==> config.mk <==
export PLATFORM = sky130hd
export DESIGN_NAME = matrix_inverse_4x4
export DESIGN_NICKNAME = d
export VERILOG_FILES = /design/src/hw/rtl/mi4_pkg.sv /design/src/hw/rtl/mi4_ram.sv /design/src/hw/rtl/mi4_dp.sv /design/src/hw/rtl/matrix_inverse_4x4.sv
export SDC_FILE = /design/constraint.sdc
export NUM_CORES = 2
export LEC_CHECK = 0
export ABC_CLOCK_PERIOD_IN_PS = 14250
export BUFFER_PORTS_ARGS = -buffer_cell sky130_fd_sc_hd__buf_2
export CORE_MARGIN = 10
export CORE_UTILIZATION = 40
export CTS_CLUSTER_SIZE = 16
export DETAILED_ROUTE_END_ITERATION = 7
export GPL_ROUTABILITY_DRIVEN = 0
export PLACE_DENSITY = 0.52
export SYNTH_ARGS = -nofsm -noshare
export SYNTH_HDL_FRONTEND = slang
export SYNTH_HIERARCHICAL = 1
export SYNTH_SLANG_ARGS = --single-unit
==> constraint.sdc <==
create_clock -name clk_i -period 14.25 [get_ports clk_i]
set_input_delay 2.85 -clock clk_i [delete_from_list [all_inputs] [get_ports clk_i]]
set_output_delay 2.85 -clock clk_i [all_outputs]
set_load 0.02 [all_outputs]
==> src/hw/rtl/mi4_pkg.sv <==
// Shared types, widths and helpers for the 4x4 matrix inverse block.
// Used by the datapath and the top level; no dependencies.
package mi4_pkg;

  localparam int unsigned ElemW = 32;
  localparam int unsigned CofW  = 97;
  localparam int unsigned DetW  = 131;

  localparam logic [ElemW-1:0] QMax = 32'h7FFF_FFFF;
  localparam logic [ElemW-1:0] QMin = 32'h8000_0000;

  typedef enum logic [2:0] {
    DpIdle  = 3'd0,
    DpLdMul = 3'd1,
    DpMul   = 3'd2,
    DpAbs   = 3'd3,
    DpSing  = 3'd4,
    DpLdDiv = 3'd5,
    DpNeg   = 3'd6,
    DpDiv   = 3'd7
  } dp_op_e;

  typedef enum logic [1:0] {
    ASelElem = 2'd0,
    ASelTacc = 2'd1,
    ASelCof  = 2'd2
  } asel_e;

  typedef struct packed {
    dp_op_e op;
    asel_e  a_sel;
    logic   tgt_c;
    logic   clr;
    logic   neg;
    logic   last;
    logic   first;
  } dp_ctrl_t;

  typedef struct packed {
    logic sing;
    logic big;
  } dp_stat_t;

  // Address of element (k, n) of the 3x3 minor that leaves out row r and column c.
  function automatic logic [3:0] minor_addr(input logic [1:0] r, input logic [1:0] c,
                                            input logic [1:0] k, input logic [1:0] n);
    logic [1:0] row;
    logic [1:0] col;
    row = (k < r) ? k : k + 2'd1;
    col = (n < c) ? n : n + 2'd1;
    return {row, col};
  endfunction

endpackage

==> src/hw/rtl/mi4_ram.sv <==
// Small synchronous RAM with one write port and one registered read port.
// Depends on nothing; used for the matrix and cofactor stores.
module mi4_ram #(
  parameter int unsigned Width = 32,
  parameter int unsigned Depth = 16
) (
  input  logic                     clk_i,
  input  logic                     we_i,
  input  logic [$clog2(Depth)-1:0] waddr_i,
  input  logic [Width-1:0]         wdata_i,
  input  logic [$clog2(Depth)-1:0] raddr_i,
  output logic [Width-1:0]         rdata_o
);

  logic [Width-1:0] mem_q [Depth];

  always_ff @(posedge clk_i) begin
    if (we_i) begin
      mem_q[waddr_i] <= wdata_i;
    end
    rdata_o <= mem_q[raddr_i];
  end

endmodule

==> src/hw/rtl/mi4_dp.sv <==
// Wide datapath around one shared adder: shift-add multiply, negate,
// compare and restoring divide steps. Depends on mi4_pkg.
module mi4_dp import mi4_pkg::*; #(
  parameter int unsigned FRAC_BITS = 16
) (
  input  logic             clk_i,
  input  dp_ctrl_t         ctrl_i,
  input  logic [30:0]      thr_i,
  input  logic [ElemW-1:0] elem_a_i,
  input  logic [ElemW-1:0] elem_b_i,
  input  logic [CofW-1:0]  cof_i,
  output logic [CofW-1:0]  cof_o,
  output dp_stat_t         stat_o,
  output logic [ElemW-1:0] value_o,
  output logic             sat_o
);

  localparam int unsigned NumW = CofW + 2 * FRAC_BITS + 1;
  localparam int unsigned DivW = DetW + ElemW + 1;
  localparam int unsigned WW   = ((NumW > DivW) ? NumW : DivW) + 1;

  logic [WW-1:0]    a_q, t_q, c_q;
  logic [ElemW-1:0] b_q, q_q;
  logic             det_neg_q, num_neg_q, big_q;

  logic [WW-1:0] x, y, sum, thr_sh, elem_ext, cof_ext, a_ld;
  logic          inv, sum_neg, neg;

  assign thr_sh   = {{(WW-31){1'b0}}, thr_i} << (3 * FRAC_BITS);
  assign elem_ext = {{(WW-ElemW){elem_a_i[ElemW-1]}}, elem_a_i};
  assign cof_ext  = {{(WW-CofW){cof_i[CofW-1]}}, cof_i};

  always_comb begin
    x   = '0;
    y   = '0;
    inv = 1'b1;
    unique case (ctrl_i.op)
      DpMul: begin
        x   = ctrl_i.tgt_c ? c_q : t_q;
        y   = a_q;
        inv = ctrl_i.neg ^ ctrl_i.last;
      end
      DpAbs: begin
        y = t_q;
      end
      DpSing: begin
        x = t_q;
        y = thr_sh;
      end
      DpNeg: begin
        y = c_q;
      end
      DpDiv: begin
        x = c_q;
        y = a_q;
      end
      default: begin
        inv = 1'b1;
      end
    endcase
  end

  assign sum     = x + (y ^ {WW{inv}}) + {{(WW-1){1'b0}}, inv};
  assign sum_neg = sum[WW-1];

  assign stat_o.sing = (t_q == '0) | sum_neg;
  assign stat_o.big  = ~sum_neg;

  always_comb begin
    unique case (ctrl_i.a_sel)
      ASelTacc: a_ld = t_q;
      ASelCof:  a_ld = cof_ext;
      default:  a_ld = elem_ext;
    endcase
  end

  always_ff @(posedge clk_i) begin
    unique case (ctrl_i.op)
      DpLdMul: begin
        a_q <= a_ld;
        b_q <= elem_b_i;
        if (ctrl_i.clr) begin
          if (ctrl_i.tgt_c) begin
            c_q <= '0;
          end else begin
            t_q <= '0;
          end
        end
      end
      DpMul: begin
        if (b_q[0]) begin
          if (ctrl_i.tgt_c) begin
            c_q <= sum;
          end else begin
            t_q <= sum;
          end
        end
        a_q <= a_q << 1;
        b_q <= b_q >> 1;
      end
      DpAbs: begin
        det_neg_q <= t_q[WW-1];
        if (t_q[WW-1]) begin
          t_q <= sum;
        end
      end
      DpLdDiv: begin
        c_q       <= cof_ext << (2 * FRAC_BITS);
        num_neg_q <= cof_i[CofW-1];
        a_q       <= t_q << ElemW;
        q_q       <= '0;
      end
      DpNeg: begin
        if (num_neg_q) begin
          c_q <= sum;
        end
      end
      DpDiv: begin
        // The first compare tests for a quotient of 2^32 or more.
        if (ctrl_i.first) begin
          big_q <= ~sum_neg;
        end else begin
          if (!sum_neg) begin
            c_q <= sum;
          end
          q_q <= {q_q[ElemW-2:0], ~sum_neg};
        end
        a_q <= a_q >> 1;
      end
      default: begin
        big_q <= big_q;
      end
    endcase
  end

  assign neg   = num_neg_q ^ det_neg_q;
  assign cof_o = c_q[CofW-1:0];

  always_comb begin
    sat_o   = 1'b0;
    value_o = q_q;
    if (big_q) begin
      sat_o   = 1'b1;
      value_o = neg ? QMin : QMax;
    end else if (neg) begin
      if (q_q > QMin) begin
        sat_o   = 1'b1;
        value_o = QMin;
      end else begin
        value_o = ~q_q + 32'd1;
      end
    end else if (q_q[ElemW-1]) begin
      sat_o   = 1'b1;
      value_o = QMax;
    end
  end

endmodule

==> src/hw/rtl/matrix_inverse_4x4.sv <==
// One shared wide adder does all the arithmetic: 148 radix-2 multiplies and
// 16 restoring divides per matrix. A new matrix is taken only once the last
// result of the previous one has gone into the output register. Reset (async,
// active low) clears the load count, the sequencer and the output valid; the
// threshold resets to 1.
module matrix_inverse_4x4 import mi4_pkg::*; #(
  parameter int unsigned FRAC_BITS = 16
) (
  input  logic        clk_i,
  input  logic        rst_ni,
  input  logic        s_axis_tvalid,
  output logic        s_axis_tready,
  input  logic [31:0] s_axis_tdata,   // [31:0] element
  output logic        m_axis_tvalid,
  input  logic        m_axis_tready,
  output logic [39:0] m_axis_tdata,   // [31:0] value, [35:32] position, rest zero
  output logic [1:0]  m_axis_tuser,   // [0] singular, [1] saturated
  output logic        m_axis_tlast,
  input  logic        cfg_we_i,
  input  logic [30:0] cfg_wdata_i
);

  typedef enum logic [12:0] {
    SLoad   = 13'b0000000000001,
    SFetch  = 13'b0000000000010,
    SLdOp   = 13'b0000000000100,
    SMul    = 13'b0000000001000,
    SCwr    = 13'b0000000010000,
    SAbs    = 13'b0000000100000,
    SSing   = 13'b0000001000000,
    SDFetch = 13'b0000010000000,
    SDLd    = 13'b0000100000000,
    SDNeg   = 13'b0001000000000,
    SDCmp   = 13'b0010000000000,
    SDStep  = 13'b0100000000000,
    SOut    = 13'b1000000000000
  } state_e;

  state_e      state_q, state_d;
  logic [3:0]  load_cnt_q, ci_q, ci_d;
  logic [1:0]  term_q, term_d, sub_q, sub_d;
  logic [4:0]  bit_q, bit_d;
  logic        det_ph_q, det_ph_d, sing_q, sing_d;
  logic [30:0] thr_q;

  logic             out_valid_q, out_sing_q, out_sat_q, out_last_q;
  logic [31:0]      out_value_q;
  logic [3:0]       out_pos_q;
  logic             load_out;

  logic             in_xfer;
  logic [3:0]       ra0, ra1, cof_ra;
  logic [ElemW-1:0] elem_a, elem_b, res_value;
  logic [CofW-1:0]  cof_rd, cof_wd;
  logic             res_sat;
  dp_ctrl_t         ctrl;
  dp_stat_t         stat;
  logic [1:0]       r, c, a_col, b_col;

  assign s_axis_tready = (state_q == SLoad);
  assign in_xfer       = s_axis_tvalid & s_axis_tready;

  assign r     = ci_q[3:2];
  assign c     = ci_q[1:0];
  assign a_col = (term_q == 2'd0) ? 2'd1 : 2'd0;
  assign b_col = (term_q == 2'd2) ? 2'd1 : 2'd2;

  always_comb begin
    ra0    = minor_addr(r, c, 2'd1, a_col);
    ra1    = minor_addr(r, c, 2'd2, b_col);
    cof_ra = {ci_q[1:0], ci_q[3:2]};
    if (det_ph_q) begin
      ra1    = ci_q;
      cof_ra = ci_q;
    end else if (sub_q == 2'd1) begin
      ra0 = minor_addr(r, c, 2'd1, b_col);
      ra1 = minor_addr(r, c, 2'd2, a_col);
    end else if (sub_q == 2'd2) begin
      ra1 = minor_addr(r, c, 2'd0, term_q);
    end
  end

  mi4_ram #(.Width(ElemW), .Depth(16)) u_mat_a (
    .clk_i   (clk_i),
    .we_i    (in_xfer),
    .waddr_i (load_cnt_q),
    .wdata_i (s_axis_tdata),
    .raddr_i (ra0),
    .rdata_o (elem_a)
  );

  mi4_ram #(.Width(ElemW), .Depth(16)) u_mat_b (
    .clk_i   (clk_i),
    .we_i    (in_xfer),
    .waddr_i (load_cnt_q),
    .wdata_i (s_axis_tdata),
    .raddr_i (ra1),
    .rdata_o (elem_b)
  );

  mi4_ram #(.Width(CofW), .Depth(16)) u_cof (
    .clk_i   (clk_i),
    .we_i    (state_q == SCwr),
    .waddr_i (ci_q),
    .wdata_i (cof_wd),
    .raddr_i (cof_ra),
    .rdata_o (cof_rd)
  );

  always_comb begin
    ctrl.op    = DpIdle;
    ctrl.a_sel = det_ph_q ? ASelCof : ((sub_q == 2'd2) ? ASelTacc : ASelElem);
    ctrl.tgt_c = !det_ph_q && (sub_q == 2'd2);
    ctrl.clr   = det_ph_q ? (ci_q == 4'd0) :
                 ((sub_q == 2'd0) || ((sub_q == 2'd2) && (term_q == 2'd0)));
    ctrl.neg   = 1'b0;
    ctrl.last  = &bit_q;
    ctrl.first = (state_q == SDCmp);
    if (!det_ph_q) begin
      if (sub_q == 2'd1) begin
        ctrl.neg = 1'b1;
      end else if (sub_q == 2'd2) begin
        ctrl.neg = r[0] ^ c[0] ^ (term_q == 2'd1);
      end
    end
    unique case (state_q)
      SLdOp:         ctrl.op = DpLdMul;
      SMul:          ctrl.op = DpMul;
      SAbs:          ctrl.op = DpAbs;
      SSing:         ctrl.op = DpSing;
      SDLd:          ctrl.op = DpLdDiv;
      SDNeg:         ctrl.op = DpNeg;
      SDCmp, SDStep: ctrl.op = DpDiv;
      default:       ctrl.op = DpIdle;
    endcase
  end

  mi4_dp #(.FRAC_BITS(FRAC_BITS)) u_dp (
    .clk_i    (clk_i),
    .ctrl_i   (ctrl),
    .thr_i    (thr_q),
    .elem_a_i (elem_a),
    .elem_b_i (elem_b),
    .cof_i    (cof_rd),
    .cof_o    (cof_wd),
    .stat_o   (stat),
    .value_o  (res_value),
    .sat_o    (res_sat)
  );

  assign load_out = (state_q == SOut) && (!out_valid_q || m_axis_tready);

  always_comb begin
    state_d  = state_q;
    ci_d     = ci_q;
    term_d   = term_q;
    sub_d    = sub_q;
    bit_d    = bit_q;
    det_ph_d = det_ph_q;
    sing_d   = sing_q;
    unique case (state_q)
      SLoad: begin
        if (in_xfer && (load_cnt_q == 4'd15)) begin
          state_d  = SFetch;
          ci_d     = '0;
          term_d   = '0;
          sub_d    = '0;
          det_ph_d = 1'b0;
          sing_d   = 1'b0;
        end
      end
      SFetch: state_d = SLdOp;
      SLdOp: begin
        bit_d   = '0;
        state_d = SMul;
      end
      SMul: begin
        bit_d = bit_q + 5'd1;
        if (&bit_q) begin
          state_d = SFetch;
          if (det_ph_q) begin
            if (ci_q == 4'd3) begin
              state_d = SAbs;
            end else begin
              ci_d = ci_q + 4'd1;
            end
          end else if (sub_q != 2'd2) begin
            sub_d = sub_q + 2'd1;
          end else begin
            sub_d = '0;
            if (term_q != 2'd2) begin
              term_d = term_q + 2'd1;
            end else begin
              state_d = SCwr;
            end
          end
        end
      end
      SCwr: begin
        term_d  = '0;
        state_d = SFetch;
        ci_d    = ci_q + 4'd1;
        if (ci_q == 4'd15) begin
          det_ph_d = 1'b1;
        end
      end
      SAbs: state_d = SSing;
      SSing: begin
        det_ph_d = 1'b0;
        ci_d     = '0;
        if (stat.sing) begin
          sing_d  = 1'b1;
          state_d = SOut;
        end else begin
          state_d = SDFetch;
        end
      end
      SDFetch: state_d = SDLd;
      SDLd:    state_d = SDNeg;
      SDNeg:   state_d = SDCmp;
      SDCmp: begin
        bit_d   = '0;
        state_d = stat.big ? SOut : SDStep;
      end
      SDStep: begin
        bit_d = bit_q + 5'd1;
        if (&bit_q) begin
          state_d = SOut;
        end
      end
      SOut: begin
        if (load_out) begin
          if (sing_q || (ci_q == 4'd15)) begin
            state_d = SLoad;
          end else begin
            ci_d    = ci_q + 4'd1;
            state_d = SDFetch;
          end
        end
      end
      default: state_d = SLoad;
    endcase
  end

  always_ff @(posedge clk_i or negedge rst_ni) begin
    if (!rst_ni) begin
      state_q     <= SLoad;
      load_cnt_q  <= '0;
      ci_q        <= '0;
      term_q      <= '0;
      sub_q       <= '0;
      bit_q       <= '0;
      det_ph_q    <= 1'b0;
      sing_q      <= 1'b0;
      thr_q       <= 31'd1;
      out_valid_q <= 1'b0;
    end else begin
      state_q  <= state_d;
      ci_q     <= ci_d;
      term_q   <= term_d;
      sub_q    <= sub_d;
      bit_q    <= bit_d;
      det_ph_q <= det_ph_d;
      sing_q   <= sing_d;
      if (in_xfer) begin
        load_cnt_q <= load_cnt_q + 4'd1;
      end
      if (cfg_we_i) begin
        thr_q <= cfg_wdata_i;
      end
      if (load_out) begin
        out_valid_q <= 1'b1;
      end else if (m_axis_tready) begin
        out_valid_q <= 1'b0;
      end
    end
  end

  always_ff @(posedge clk_i) begin
    if (load_out) begin
      out_value_q <= sing_q ? '0 : res_value;
      out_pos_q   <= sing_q ? '0 : ci_q;
      out_sat_q   <= sing_q ? 1'b0 : res_sat;
      out_sing_q  <= sing_q;
      out_last_q  <= sing_q || (ci_q == 4'd15);
    end
  end

  assign m_axis_tvalid = out_valid_q;
  assign m_axis_tdata  = {4'b0000, out_pos_q, out_value_q};
  assign m_axis_tuser  = {out_sat_q, out_sing_q};
  assign m_axis_tlast  = out_last_q;

endmodule

; Word-level counts from Yosys, hierarchy flattened
; Memory sizes are Yosys's and may differ from the RTL's. A register that Yosys moved wholly into a read port is not among the register bits.
; Index checks and enable logic that the tools add are counted.
[word_totals]
register_bits = 665
ramBits = 2576
in_bits = 68
n_memories = 3
[classes]
add_sub_neg = 10
n_lt_le_gt_ge = 7
eq_ne = 53
muxes = 94
bitwise = 9
n_reduce_logical = 41
[memory_table]
columns = memory, words, width, rd, rd_clocked_by_memory_dff, wr, line_no
row1 = u_cof.mem_q, 16, 97, 1, 1, 1, mi4_ram.sv:15  ; logic [Width-1:0] mem_q [Depth];
row2 = u_mat_a.mem_q, 16, 32, 1, 1, 1, mi4_ram.sv:15
row3 = u_mat_b.mem_q, 16, 32, 1, 1, 1, mi4_ram.sv:15
[op_table]
columns = operator, n
row1 = 2-to-1 mux 165 bit, 13
row2 = one-hot mux 165 bit (4 select lines), 2
row3 = one-hot mux 165 bit (3 select lines), 2
row4 = one-hot mux 165 bit (5 select lines), 1
row5 = one-hot mux 165 bit (2 select lines), 1
row6 = one-hot mux 13 bit (13 select lines), 1
row7 = adder 165 x 1 -> 165 bit, 1
row8 = adder 165 bit, 1
row9 = logical NOT 165 bit, 1
row10 = bitwise XOR 165 bit, 1
row11 = 2-to-1 mux 32 bit, 5
row12 = one-hot mux 32 bit (2 select lines), 2
row13 = 2-to-1 mux 13 bit, 7
row14 = 2-to-1 mux 4 bit, 10
row15 = adder 32 x 1 -> 32 bit (second input constant), 1
row16 = greater-than comparator 32 bit (second input constant), 1
row17 = 2-to-1 mux 2 bit, 16
row18 = != test 2 bit (second input constant), 16
row19 = NOT 32 bit, 1
row20 = 2-to-1 mux 31 bit, 1
row21 = 2-to-1 mux 1 bit, 22
row22 = one-hot mux 3 bit (7 select lines), 1
row23 = one-hot mux 4 bit (5 select lines), 1
row24 = != test 2 x 1 -> 1 bit (second input constant), 8
row25 = other kinds (57), 98

; Logic depth before layout (Yosys ltp)
[depth]
ltp_word = 13
depth_mapped = 32
depth_no_buf = 25

; Hierarchy
; Netlist, hierarchy kept.
[modules_own_cells]
columns = mod, n_inst, cells_per_inst, area_per_inst_um2, seq_area_each_um2
row1 = mi4_ram (u_cof), 1, 2484, 59867.4, 48546.6
row2 = mi4_dp, 1, 5506, 48698.0, 16876.2
row3 = mi4_ram (u_mat_a ...), 2, 838, 19835.3, 16015.4
row4 = matrix_inverse_4x4, 1, 447, 5126.2, 2775.2

; Least setup slack after synthesis
; No wires, ideal clock.
[synth_timing]
path_type = register -> register
from = register state_q[0]
to = register u_dp.c_q[0], enable pin
arrival_time_ns = 9.729
path_slack_ns = 3.981
stages_incl_launch_ff = 26
path_buffers = 6
period_less_slack_ns = 10.269
path_cell_list = dfstp_2 > clkbuf_1 > or4_1 > nor4_2 > o21bai_1 > clkbuf_1 > and2_1 > nand2_1 > o21ai_0 > clkbuf_1 > clkbuf_1 > clkbuf_1 > a22o_1 > ha_1 > clkbuf_1 > a21o_1 > o21bai_1 > a21oi_1 > o31ai_1 > a2111oi_0 > nor4_1 > a31oi_1 > o21ai_2 > a21oi_1 > xnor2_1 > o21a_1
[synth_rtl]
columns = element, line_no
row1 = from (decl), matrix_inverse_4x4.sv:39  ; state_e state_q, state_d;
row2 = from (signal assigned), matrix_inverse_4x4.sv:247  ; state_q <= SLoad;
row3 = from (signal assigned), matrix_inverse_4x4.sv:258  ; state_q <= state_d;
row4 = to (signal assigned), mi4_dp.sv:93  ; c_q <= sum;
row5 = to (signal assigned), mi4_dp.sv:108  ; c_q <= cof_ext << (2 * FRAC_BITS);
row6 = to (signal assigned), mi4_dp.sv:115  ; c_q <= sum;
row7 = to (decl), mi4_dp.sv:22  ; logic [WW-1:0] a_q, t_q, c_q;

==> results.sh <==
export IMPL_path_max_fanout=107
export IMPL_yosysWarningCount=6
export IMPL_grt_pass1_vias=94400
export IMPL_num_vias=94600
export IMPL_clock_sinks=3402
export IMPL_wl_per_cell_um=31.4
export IMPL_p_sw_share_pct=36.4
export IMPL_synth_top_family_by_area="multiplexers"
export IMPL_setup_tns_ps=0
export IMPL_cts_root_buf="clkbuf_16"
export IMPL_synthCells=10100
export IMPL_fin_nets=10200
export IMPL_cts_setup_buffers=0
export IMPL_placed_cell_area_mm2=0.159
export IMPL_cp_required_ps=14800
export IMPL_pwr_share_seq_pct=38.4
export IMPL_fin_skew_ps=74.4
export IMPL_critPathArrivalTime_ps=11840
export IMPL_drt_initial_drc_count=10800
export IMPL_hold_path_class="reg2reg"
export IMPL_die_y_um=639
export IMPL_setup_ws_ps=2960
export IMPL_holdBufCountCts=0
export IMPL_area_delta_synth_final_pct=11.5
export IMPL_drcViolationCount=0
export IMPL_synth_edff_count=3177
export IMPL_drt_wl_total_mm=482
export IMPL_initial_core_util_pct=40.1
export IMPL_synth_fa_ha_area_share_pct=1.47
export IMPL_portBuffers=108
export IMPL_final_design_area_no_fill_mm2=0.171
export IMPL_powerDensity_mw_per_mm2=180
export IMPL_synth_seq_area_share_pct=65.4
export IMPL_synth_xor_area_share_pct=1.95
export IMPL_fin_crit_sh_pct=79.3
export IMPL_p_comb_share_pct=30.3
export IMPL_grt_max_degree=139
export IMPL_die_area_mm2=0.409
export IMPL_tightest_slew_ps=1360
export IMPL_cp_start_kind="register"
export IMPL_cts_buffers_inserted=369
export IMPL_finalCriticalPeriod_ps=11290
export IMPL_yosys_register_bits=3402
export IMPL_drive_gt1_share_pct=20.4
export IMPL_synth_async_reset_ratio_pct=1.88
export IMPL_clock_latency_ps=970
export IMPL_drt_first_pass_iters=8
export IMPL_cts_resized=0
export IMPL_report_final_slew_viol_count=0
export IMPL_fp_dieW_um=639
export IMPL_synth_ff_type="edfxtp_1"
export IMPL_yosysUniqueCellTypes=107
export IMPL_ir_drop_v=0.000198
export IMPL_ios=113
export IMPL_finalSetupViolCount=0
export IMPL_hold_viol_final=0
export IMPL_synth_compound_area_share_pct=10.2
export IMPL_pwr_share_clk_pct=31.2
export IMPL_critPathKind="reg2reg"
export IMPL_antenna_found_initial=20
export IMPL_place_ws_ps=3380
export IMPL_drtAntennaViolNets=0
export IMPL_hpwlAfterDp_mm=297
export IMPL_syn_area_per_cell_um2=15.2
export IMPL_relSlewSlack_pct=8.93
export IMPL_coreArea_mm2=0.382
export IMPL_synth_simple_area_share_pct=5.64
export IMPL_grt_overflow_total=0
export IMPL_cts_max_level=5
export IMPL_rsz0062_at_grt="no"
export IMPL_nFillCells=33500
export IMPL_synth_area_mux_share_pct=12.8
export IMPL_power_total_mw=30.8
export IMPL_clockBufferDepth=4
export IMPL_clkTransAtPathRegs_ps=60
export IMPL_maxCapViolCount=0
export IMPL_grtUsageTotal_pct=22.8
export IMPL_vias_per_cell=6.17
export IMPL_cts_tree="done"
export IMPL_leakagePower_nw=55.7
export IMPL_timing_fmax_mhz=88.5
export IMPL_status="complete, no violations"
export IMPL_rrSetupSlack_ps=2960
export IMPL_std_cell_rows=227
export IMPL_p_int_mw=19.6
export IMPL_switchingPower_mw=11.2
export IMPL_end_kind="register"
export IMPL_syn_area_mm2=0.153
export IMPL_grt_pass1_wl_mm=691
-- worst paths after layout --
kind / from / endpoint / cells past startpoint
max in group asynchronous: rst_ni / bit_q[3]$_DFFE_PN0P_ / 2
hold reg to reg: u_mat_b/rdata_o[18]$_DFF_P_ / u_dp/b_q[18]$_DFFE_PP_ / 2
setup / recovery: state_q[9]$_DFFE_PN0P_ / u_dp/c_q[21]$_DFFE_PP_ / 26
setup reg to reg: state_q[9]$_DFFE_PN0P_ / u_dp/c_q[21]$_DFFE_PP_ / 26
min in group asynchronous: rst_ni / thr_q[7]$_DFFE_PN0P_ / 1
hold / removal: u_mat_b/rdata_o[18]$_DFF_P_ / u_dp/b_q[18]$_DFFE_PP_ / 2
-- kinds of logic after synthesis --
| logic type | after synthesis |
|---|---|
| other cells | 1 |
| compound gates | 2257 |
| simple gates | 1919 |
| fa+ha+maj | 179 |
| mux | 1113 |
| xor+xnor | 340 |
| flops | 3402 |
| buf+inv | 902 |
-- cells in the mapped netlist, types with 12 or more instances --
| cell type | n | share of area, % |
|---|---|---|
| edfxtp_1 | 3177 | 62 |
| nand2_1 | 784 | 1.9 |
| mux4_2 | 644 | 9.5 |
| nor2_1 | 554 | 1.4 |
| a21oi_1 | 490 | 1.6 |
| clkbuf_1 | 486 | 1.2 |
| o21ai_0 | 456 | 1.5 |
| a22oi_1 | 428 | 2.1 |
| mux2_2 | 327 | 2.4 |
| xnor2_1 | 262 | 1.5 |
| ha_1 | 178 | 1.5 |
| a22o_1 | 166 | 0.95 |
| dfxtp_1 | 161 | 2.1 |
| o211ai_1 | 150 | 0.73 |
| buf_4 | 148 | 0.72 |
| mux2i_1 | 142 | 0.93 |
| o221a_2 | 131 | 0.96 |
| nand4_1 | 129 | 0.53 |
| buf_1 | 97 | 0.24 |
| inv_1 | 93 | 0.23 |
| nor3_1 | 90 | 0.29 |
| xor2_1 | 77 | 0.44 |
| buf_2 | 72 | 0.23 |
| nor4_1 | 70 | 0.29 |
| a21o_1 | 68 | 0.33 |
| dfrtp_1 | 62 | 1.0 |
| o21bai_1 | 61 | 0.30 |
| nor2b_1 | 57 | 0.23 |
| a211oi_1 | 53 | 0.26 |
| nand3_1 | 50 | 0.16 |
| and3_1 | 44 | 0.18 |
| nand2b_1 | 34 | 0.14 |
| a222oi_1 | 31 | 0.20 |
| a31oi_1 | 26 | 0.11 |
| o311ai_0 | 24 | 0.14 |
| o31ai_1 | 22 | 0.11 |
| and2_1 | 21 | 0.086 |
| o21a_1 | 21 | 0.10 |
| or3_1 | 21 | 0.086 |
| o21ai_1 | 16 | 0.052 |
| a21boi_0 | 15 | 0.073 |
| and4_1 | 12 | 0.069 |
-- metal layers --
layer	track usage [%]	wire (um)	share of wire, %	vias to the layer above
met2	36.3	223000	46	4135
li1	-	-	-	39900
met3	3.64	34900	7.3	960
met1	31.3	200000	42	49600
met4	9.57	23600	4.9	10
met5	0	51	0.011	-
-- worst max-delay path, stage by stage, from the launching register on --
cell	delay, ps
dfrtp_1	460
or4_1	780
nor3_1	290
o21ai_1	320
nand3_4	420
buf_12	460
nand2b_1	200
nor2_1	160
a21oi_1	90
nor2_4	610
buf_4	590
buf_4	390
a22o_1	200
ha_1	310
nand4_1	260
nor4_1	930
nand4_1	370
a31oi_1	560
a2111oi_0	190
nor4_1	310
a31oi_1	210
o21ai_2	440
a21oi_1	170
xnor2_1	180
buf_4	210
o21a_4	800
buf_4	760
-- power by group through the flow --
stage                     Clock [mW]  Sequential (mW)  Combinational [mW]
after floorplan                    0             11.7                5.39
after global placement             0             12.0                8.99
after detailed placement           0             12.0                8.91
after CTS                       9.83             11.8                8.97
after global routing            10.2             11.8                9.64
final                           9.63             11.9                9.35
-- cells in the final DEF, fill, tap and decap left out, types with 161 or more instances in the layout --
| master | count |
|---|---|
| edfxtp_1 | 3177 |
| nand2_1 | 779 |
| mux4_2 | 644 |
| nor2_1 | 509 |
| a21oi_1 | 487 |
| o21ai_0 | 452 |
| a22oi_1 | 427 |
| clkbuf_16 | 369 |
| mux2_2 | 327 |
| xnor2_1 | 261 |
| buf_4 | 177 |
| ha_1 | 176 |
| a22o_1 | 166 |
| dfxtp_1 | 161 |
-- registers in the layout, summed over array words and instances, names as in the netlist, 97 cells and up --
signal / cells
u_cof/mem_q: 1552
u_cof/rdata_o: 97
u_dp/a_q: 165
u_dp/c_q: 165
u_dp/t_q: 165
u_mat_a/mem_q: 512
u_mat_b/mem_q: 512
-- layout make-up --
cell class / instances / area, um2 / share of cell area (%)
timing repair buffer: 298 / 2140 / 1.25
antenna: 17 / 42.5 / 0.0249
sequential: 3402 / 100000 / 58.6
clock buffer: 526 / 10400 / 6.09
clock inverter: 151 / 1840 / 1.08
multi-input combinational: 5812 / 49700 / 29.1
tap: 5038 / 6300 / 3.68
inverter: 93 / 349 / 0.204
-- per-stage QoR --
stage	util, %	hold slack [ps]	instances
floorplan	-	422	10100
global placement	41.6	473	14600
detailed placement	41.6	487	14600
CTS	44.8	499	15300
global route	44.8	515	15300
finish	44.8	497	15300
(Power assumes the default switching activity.)
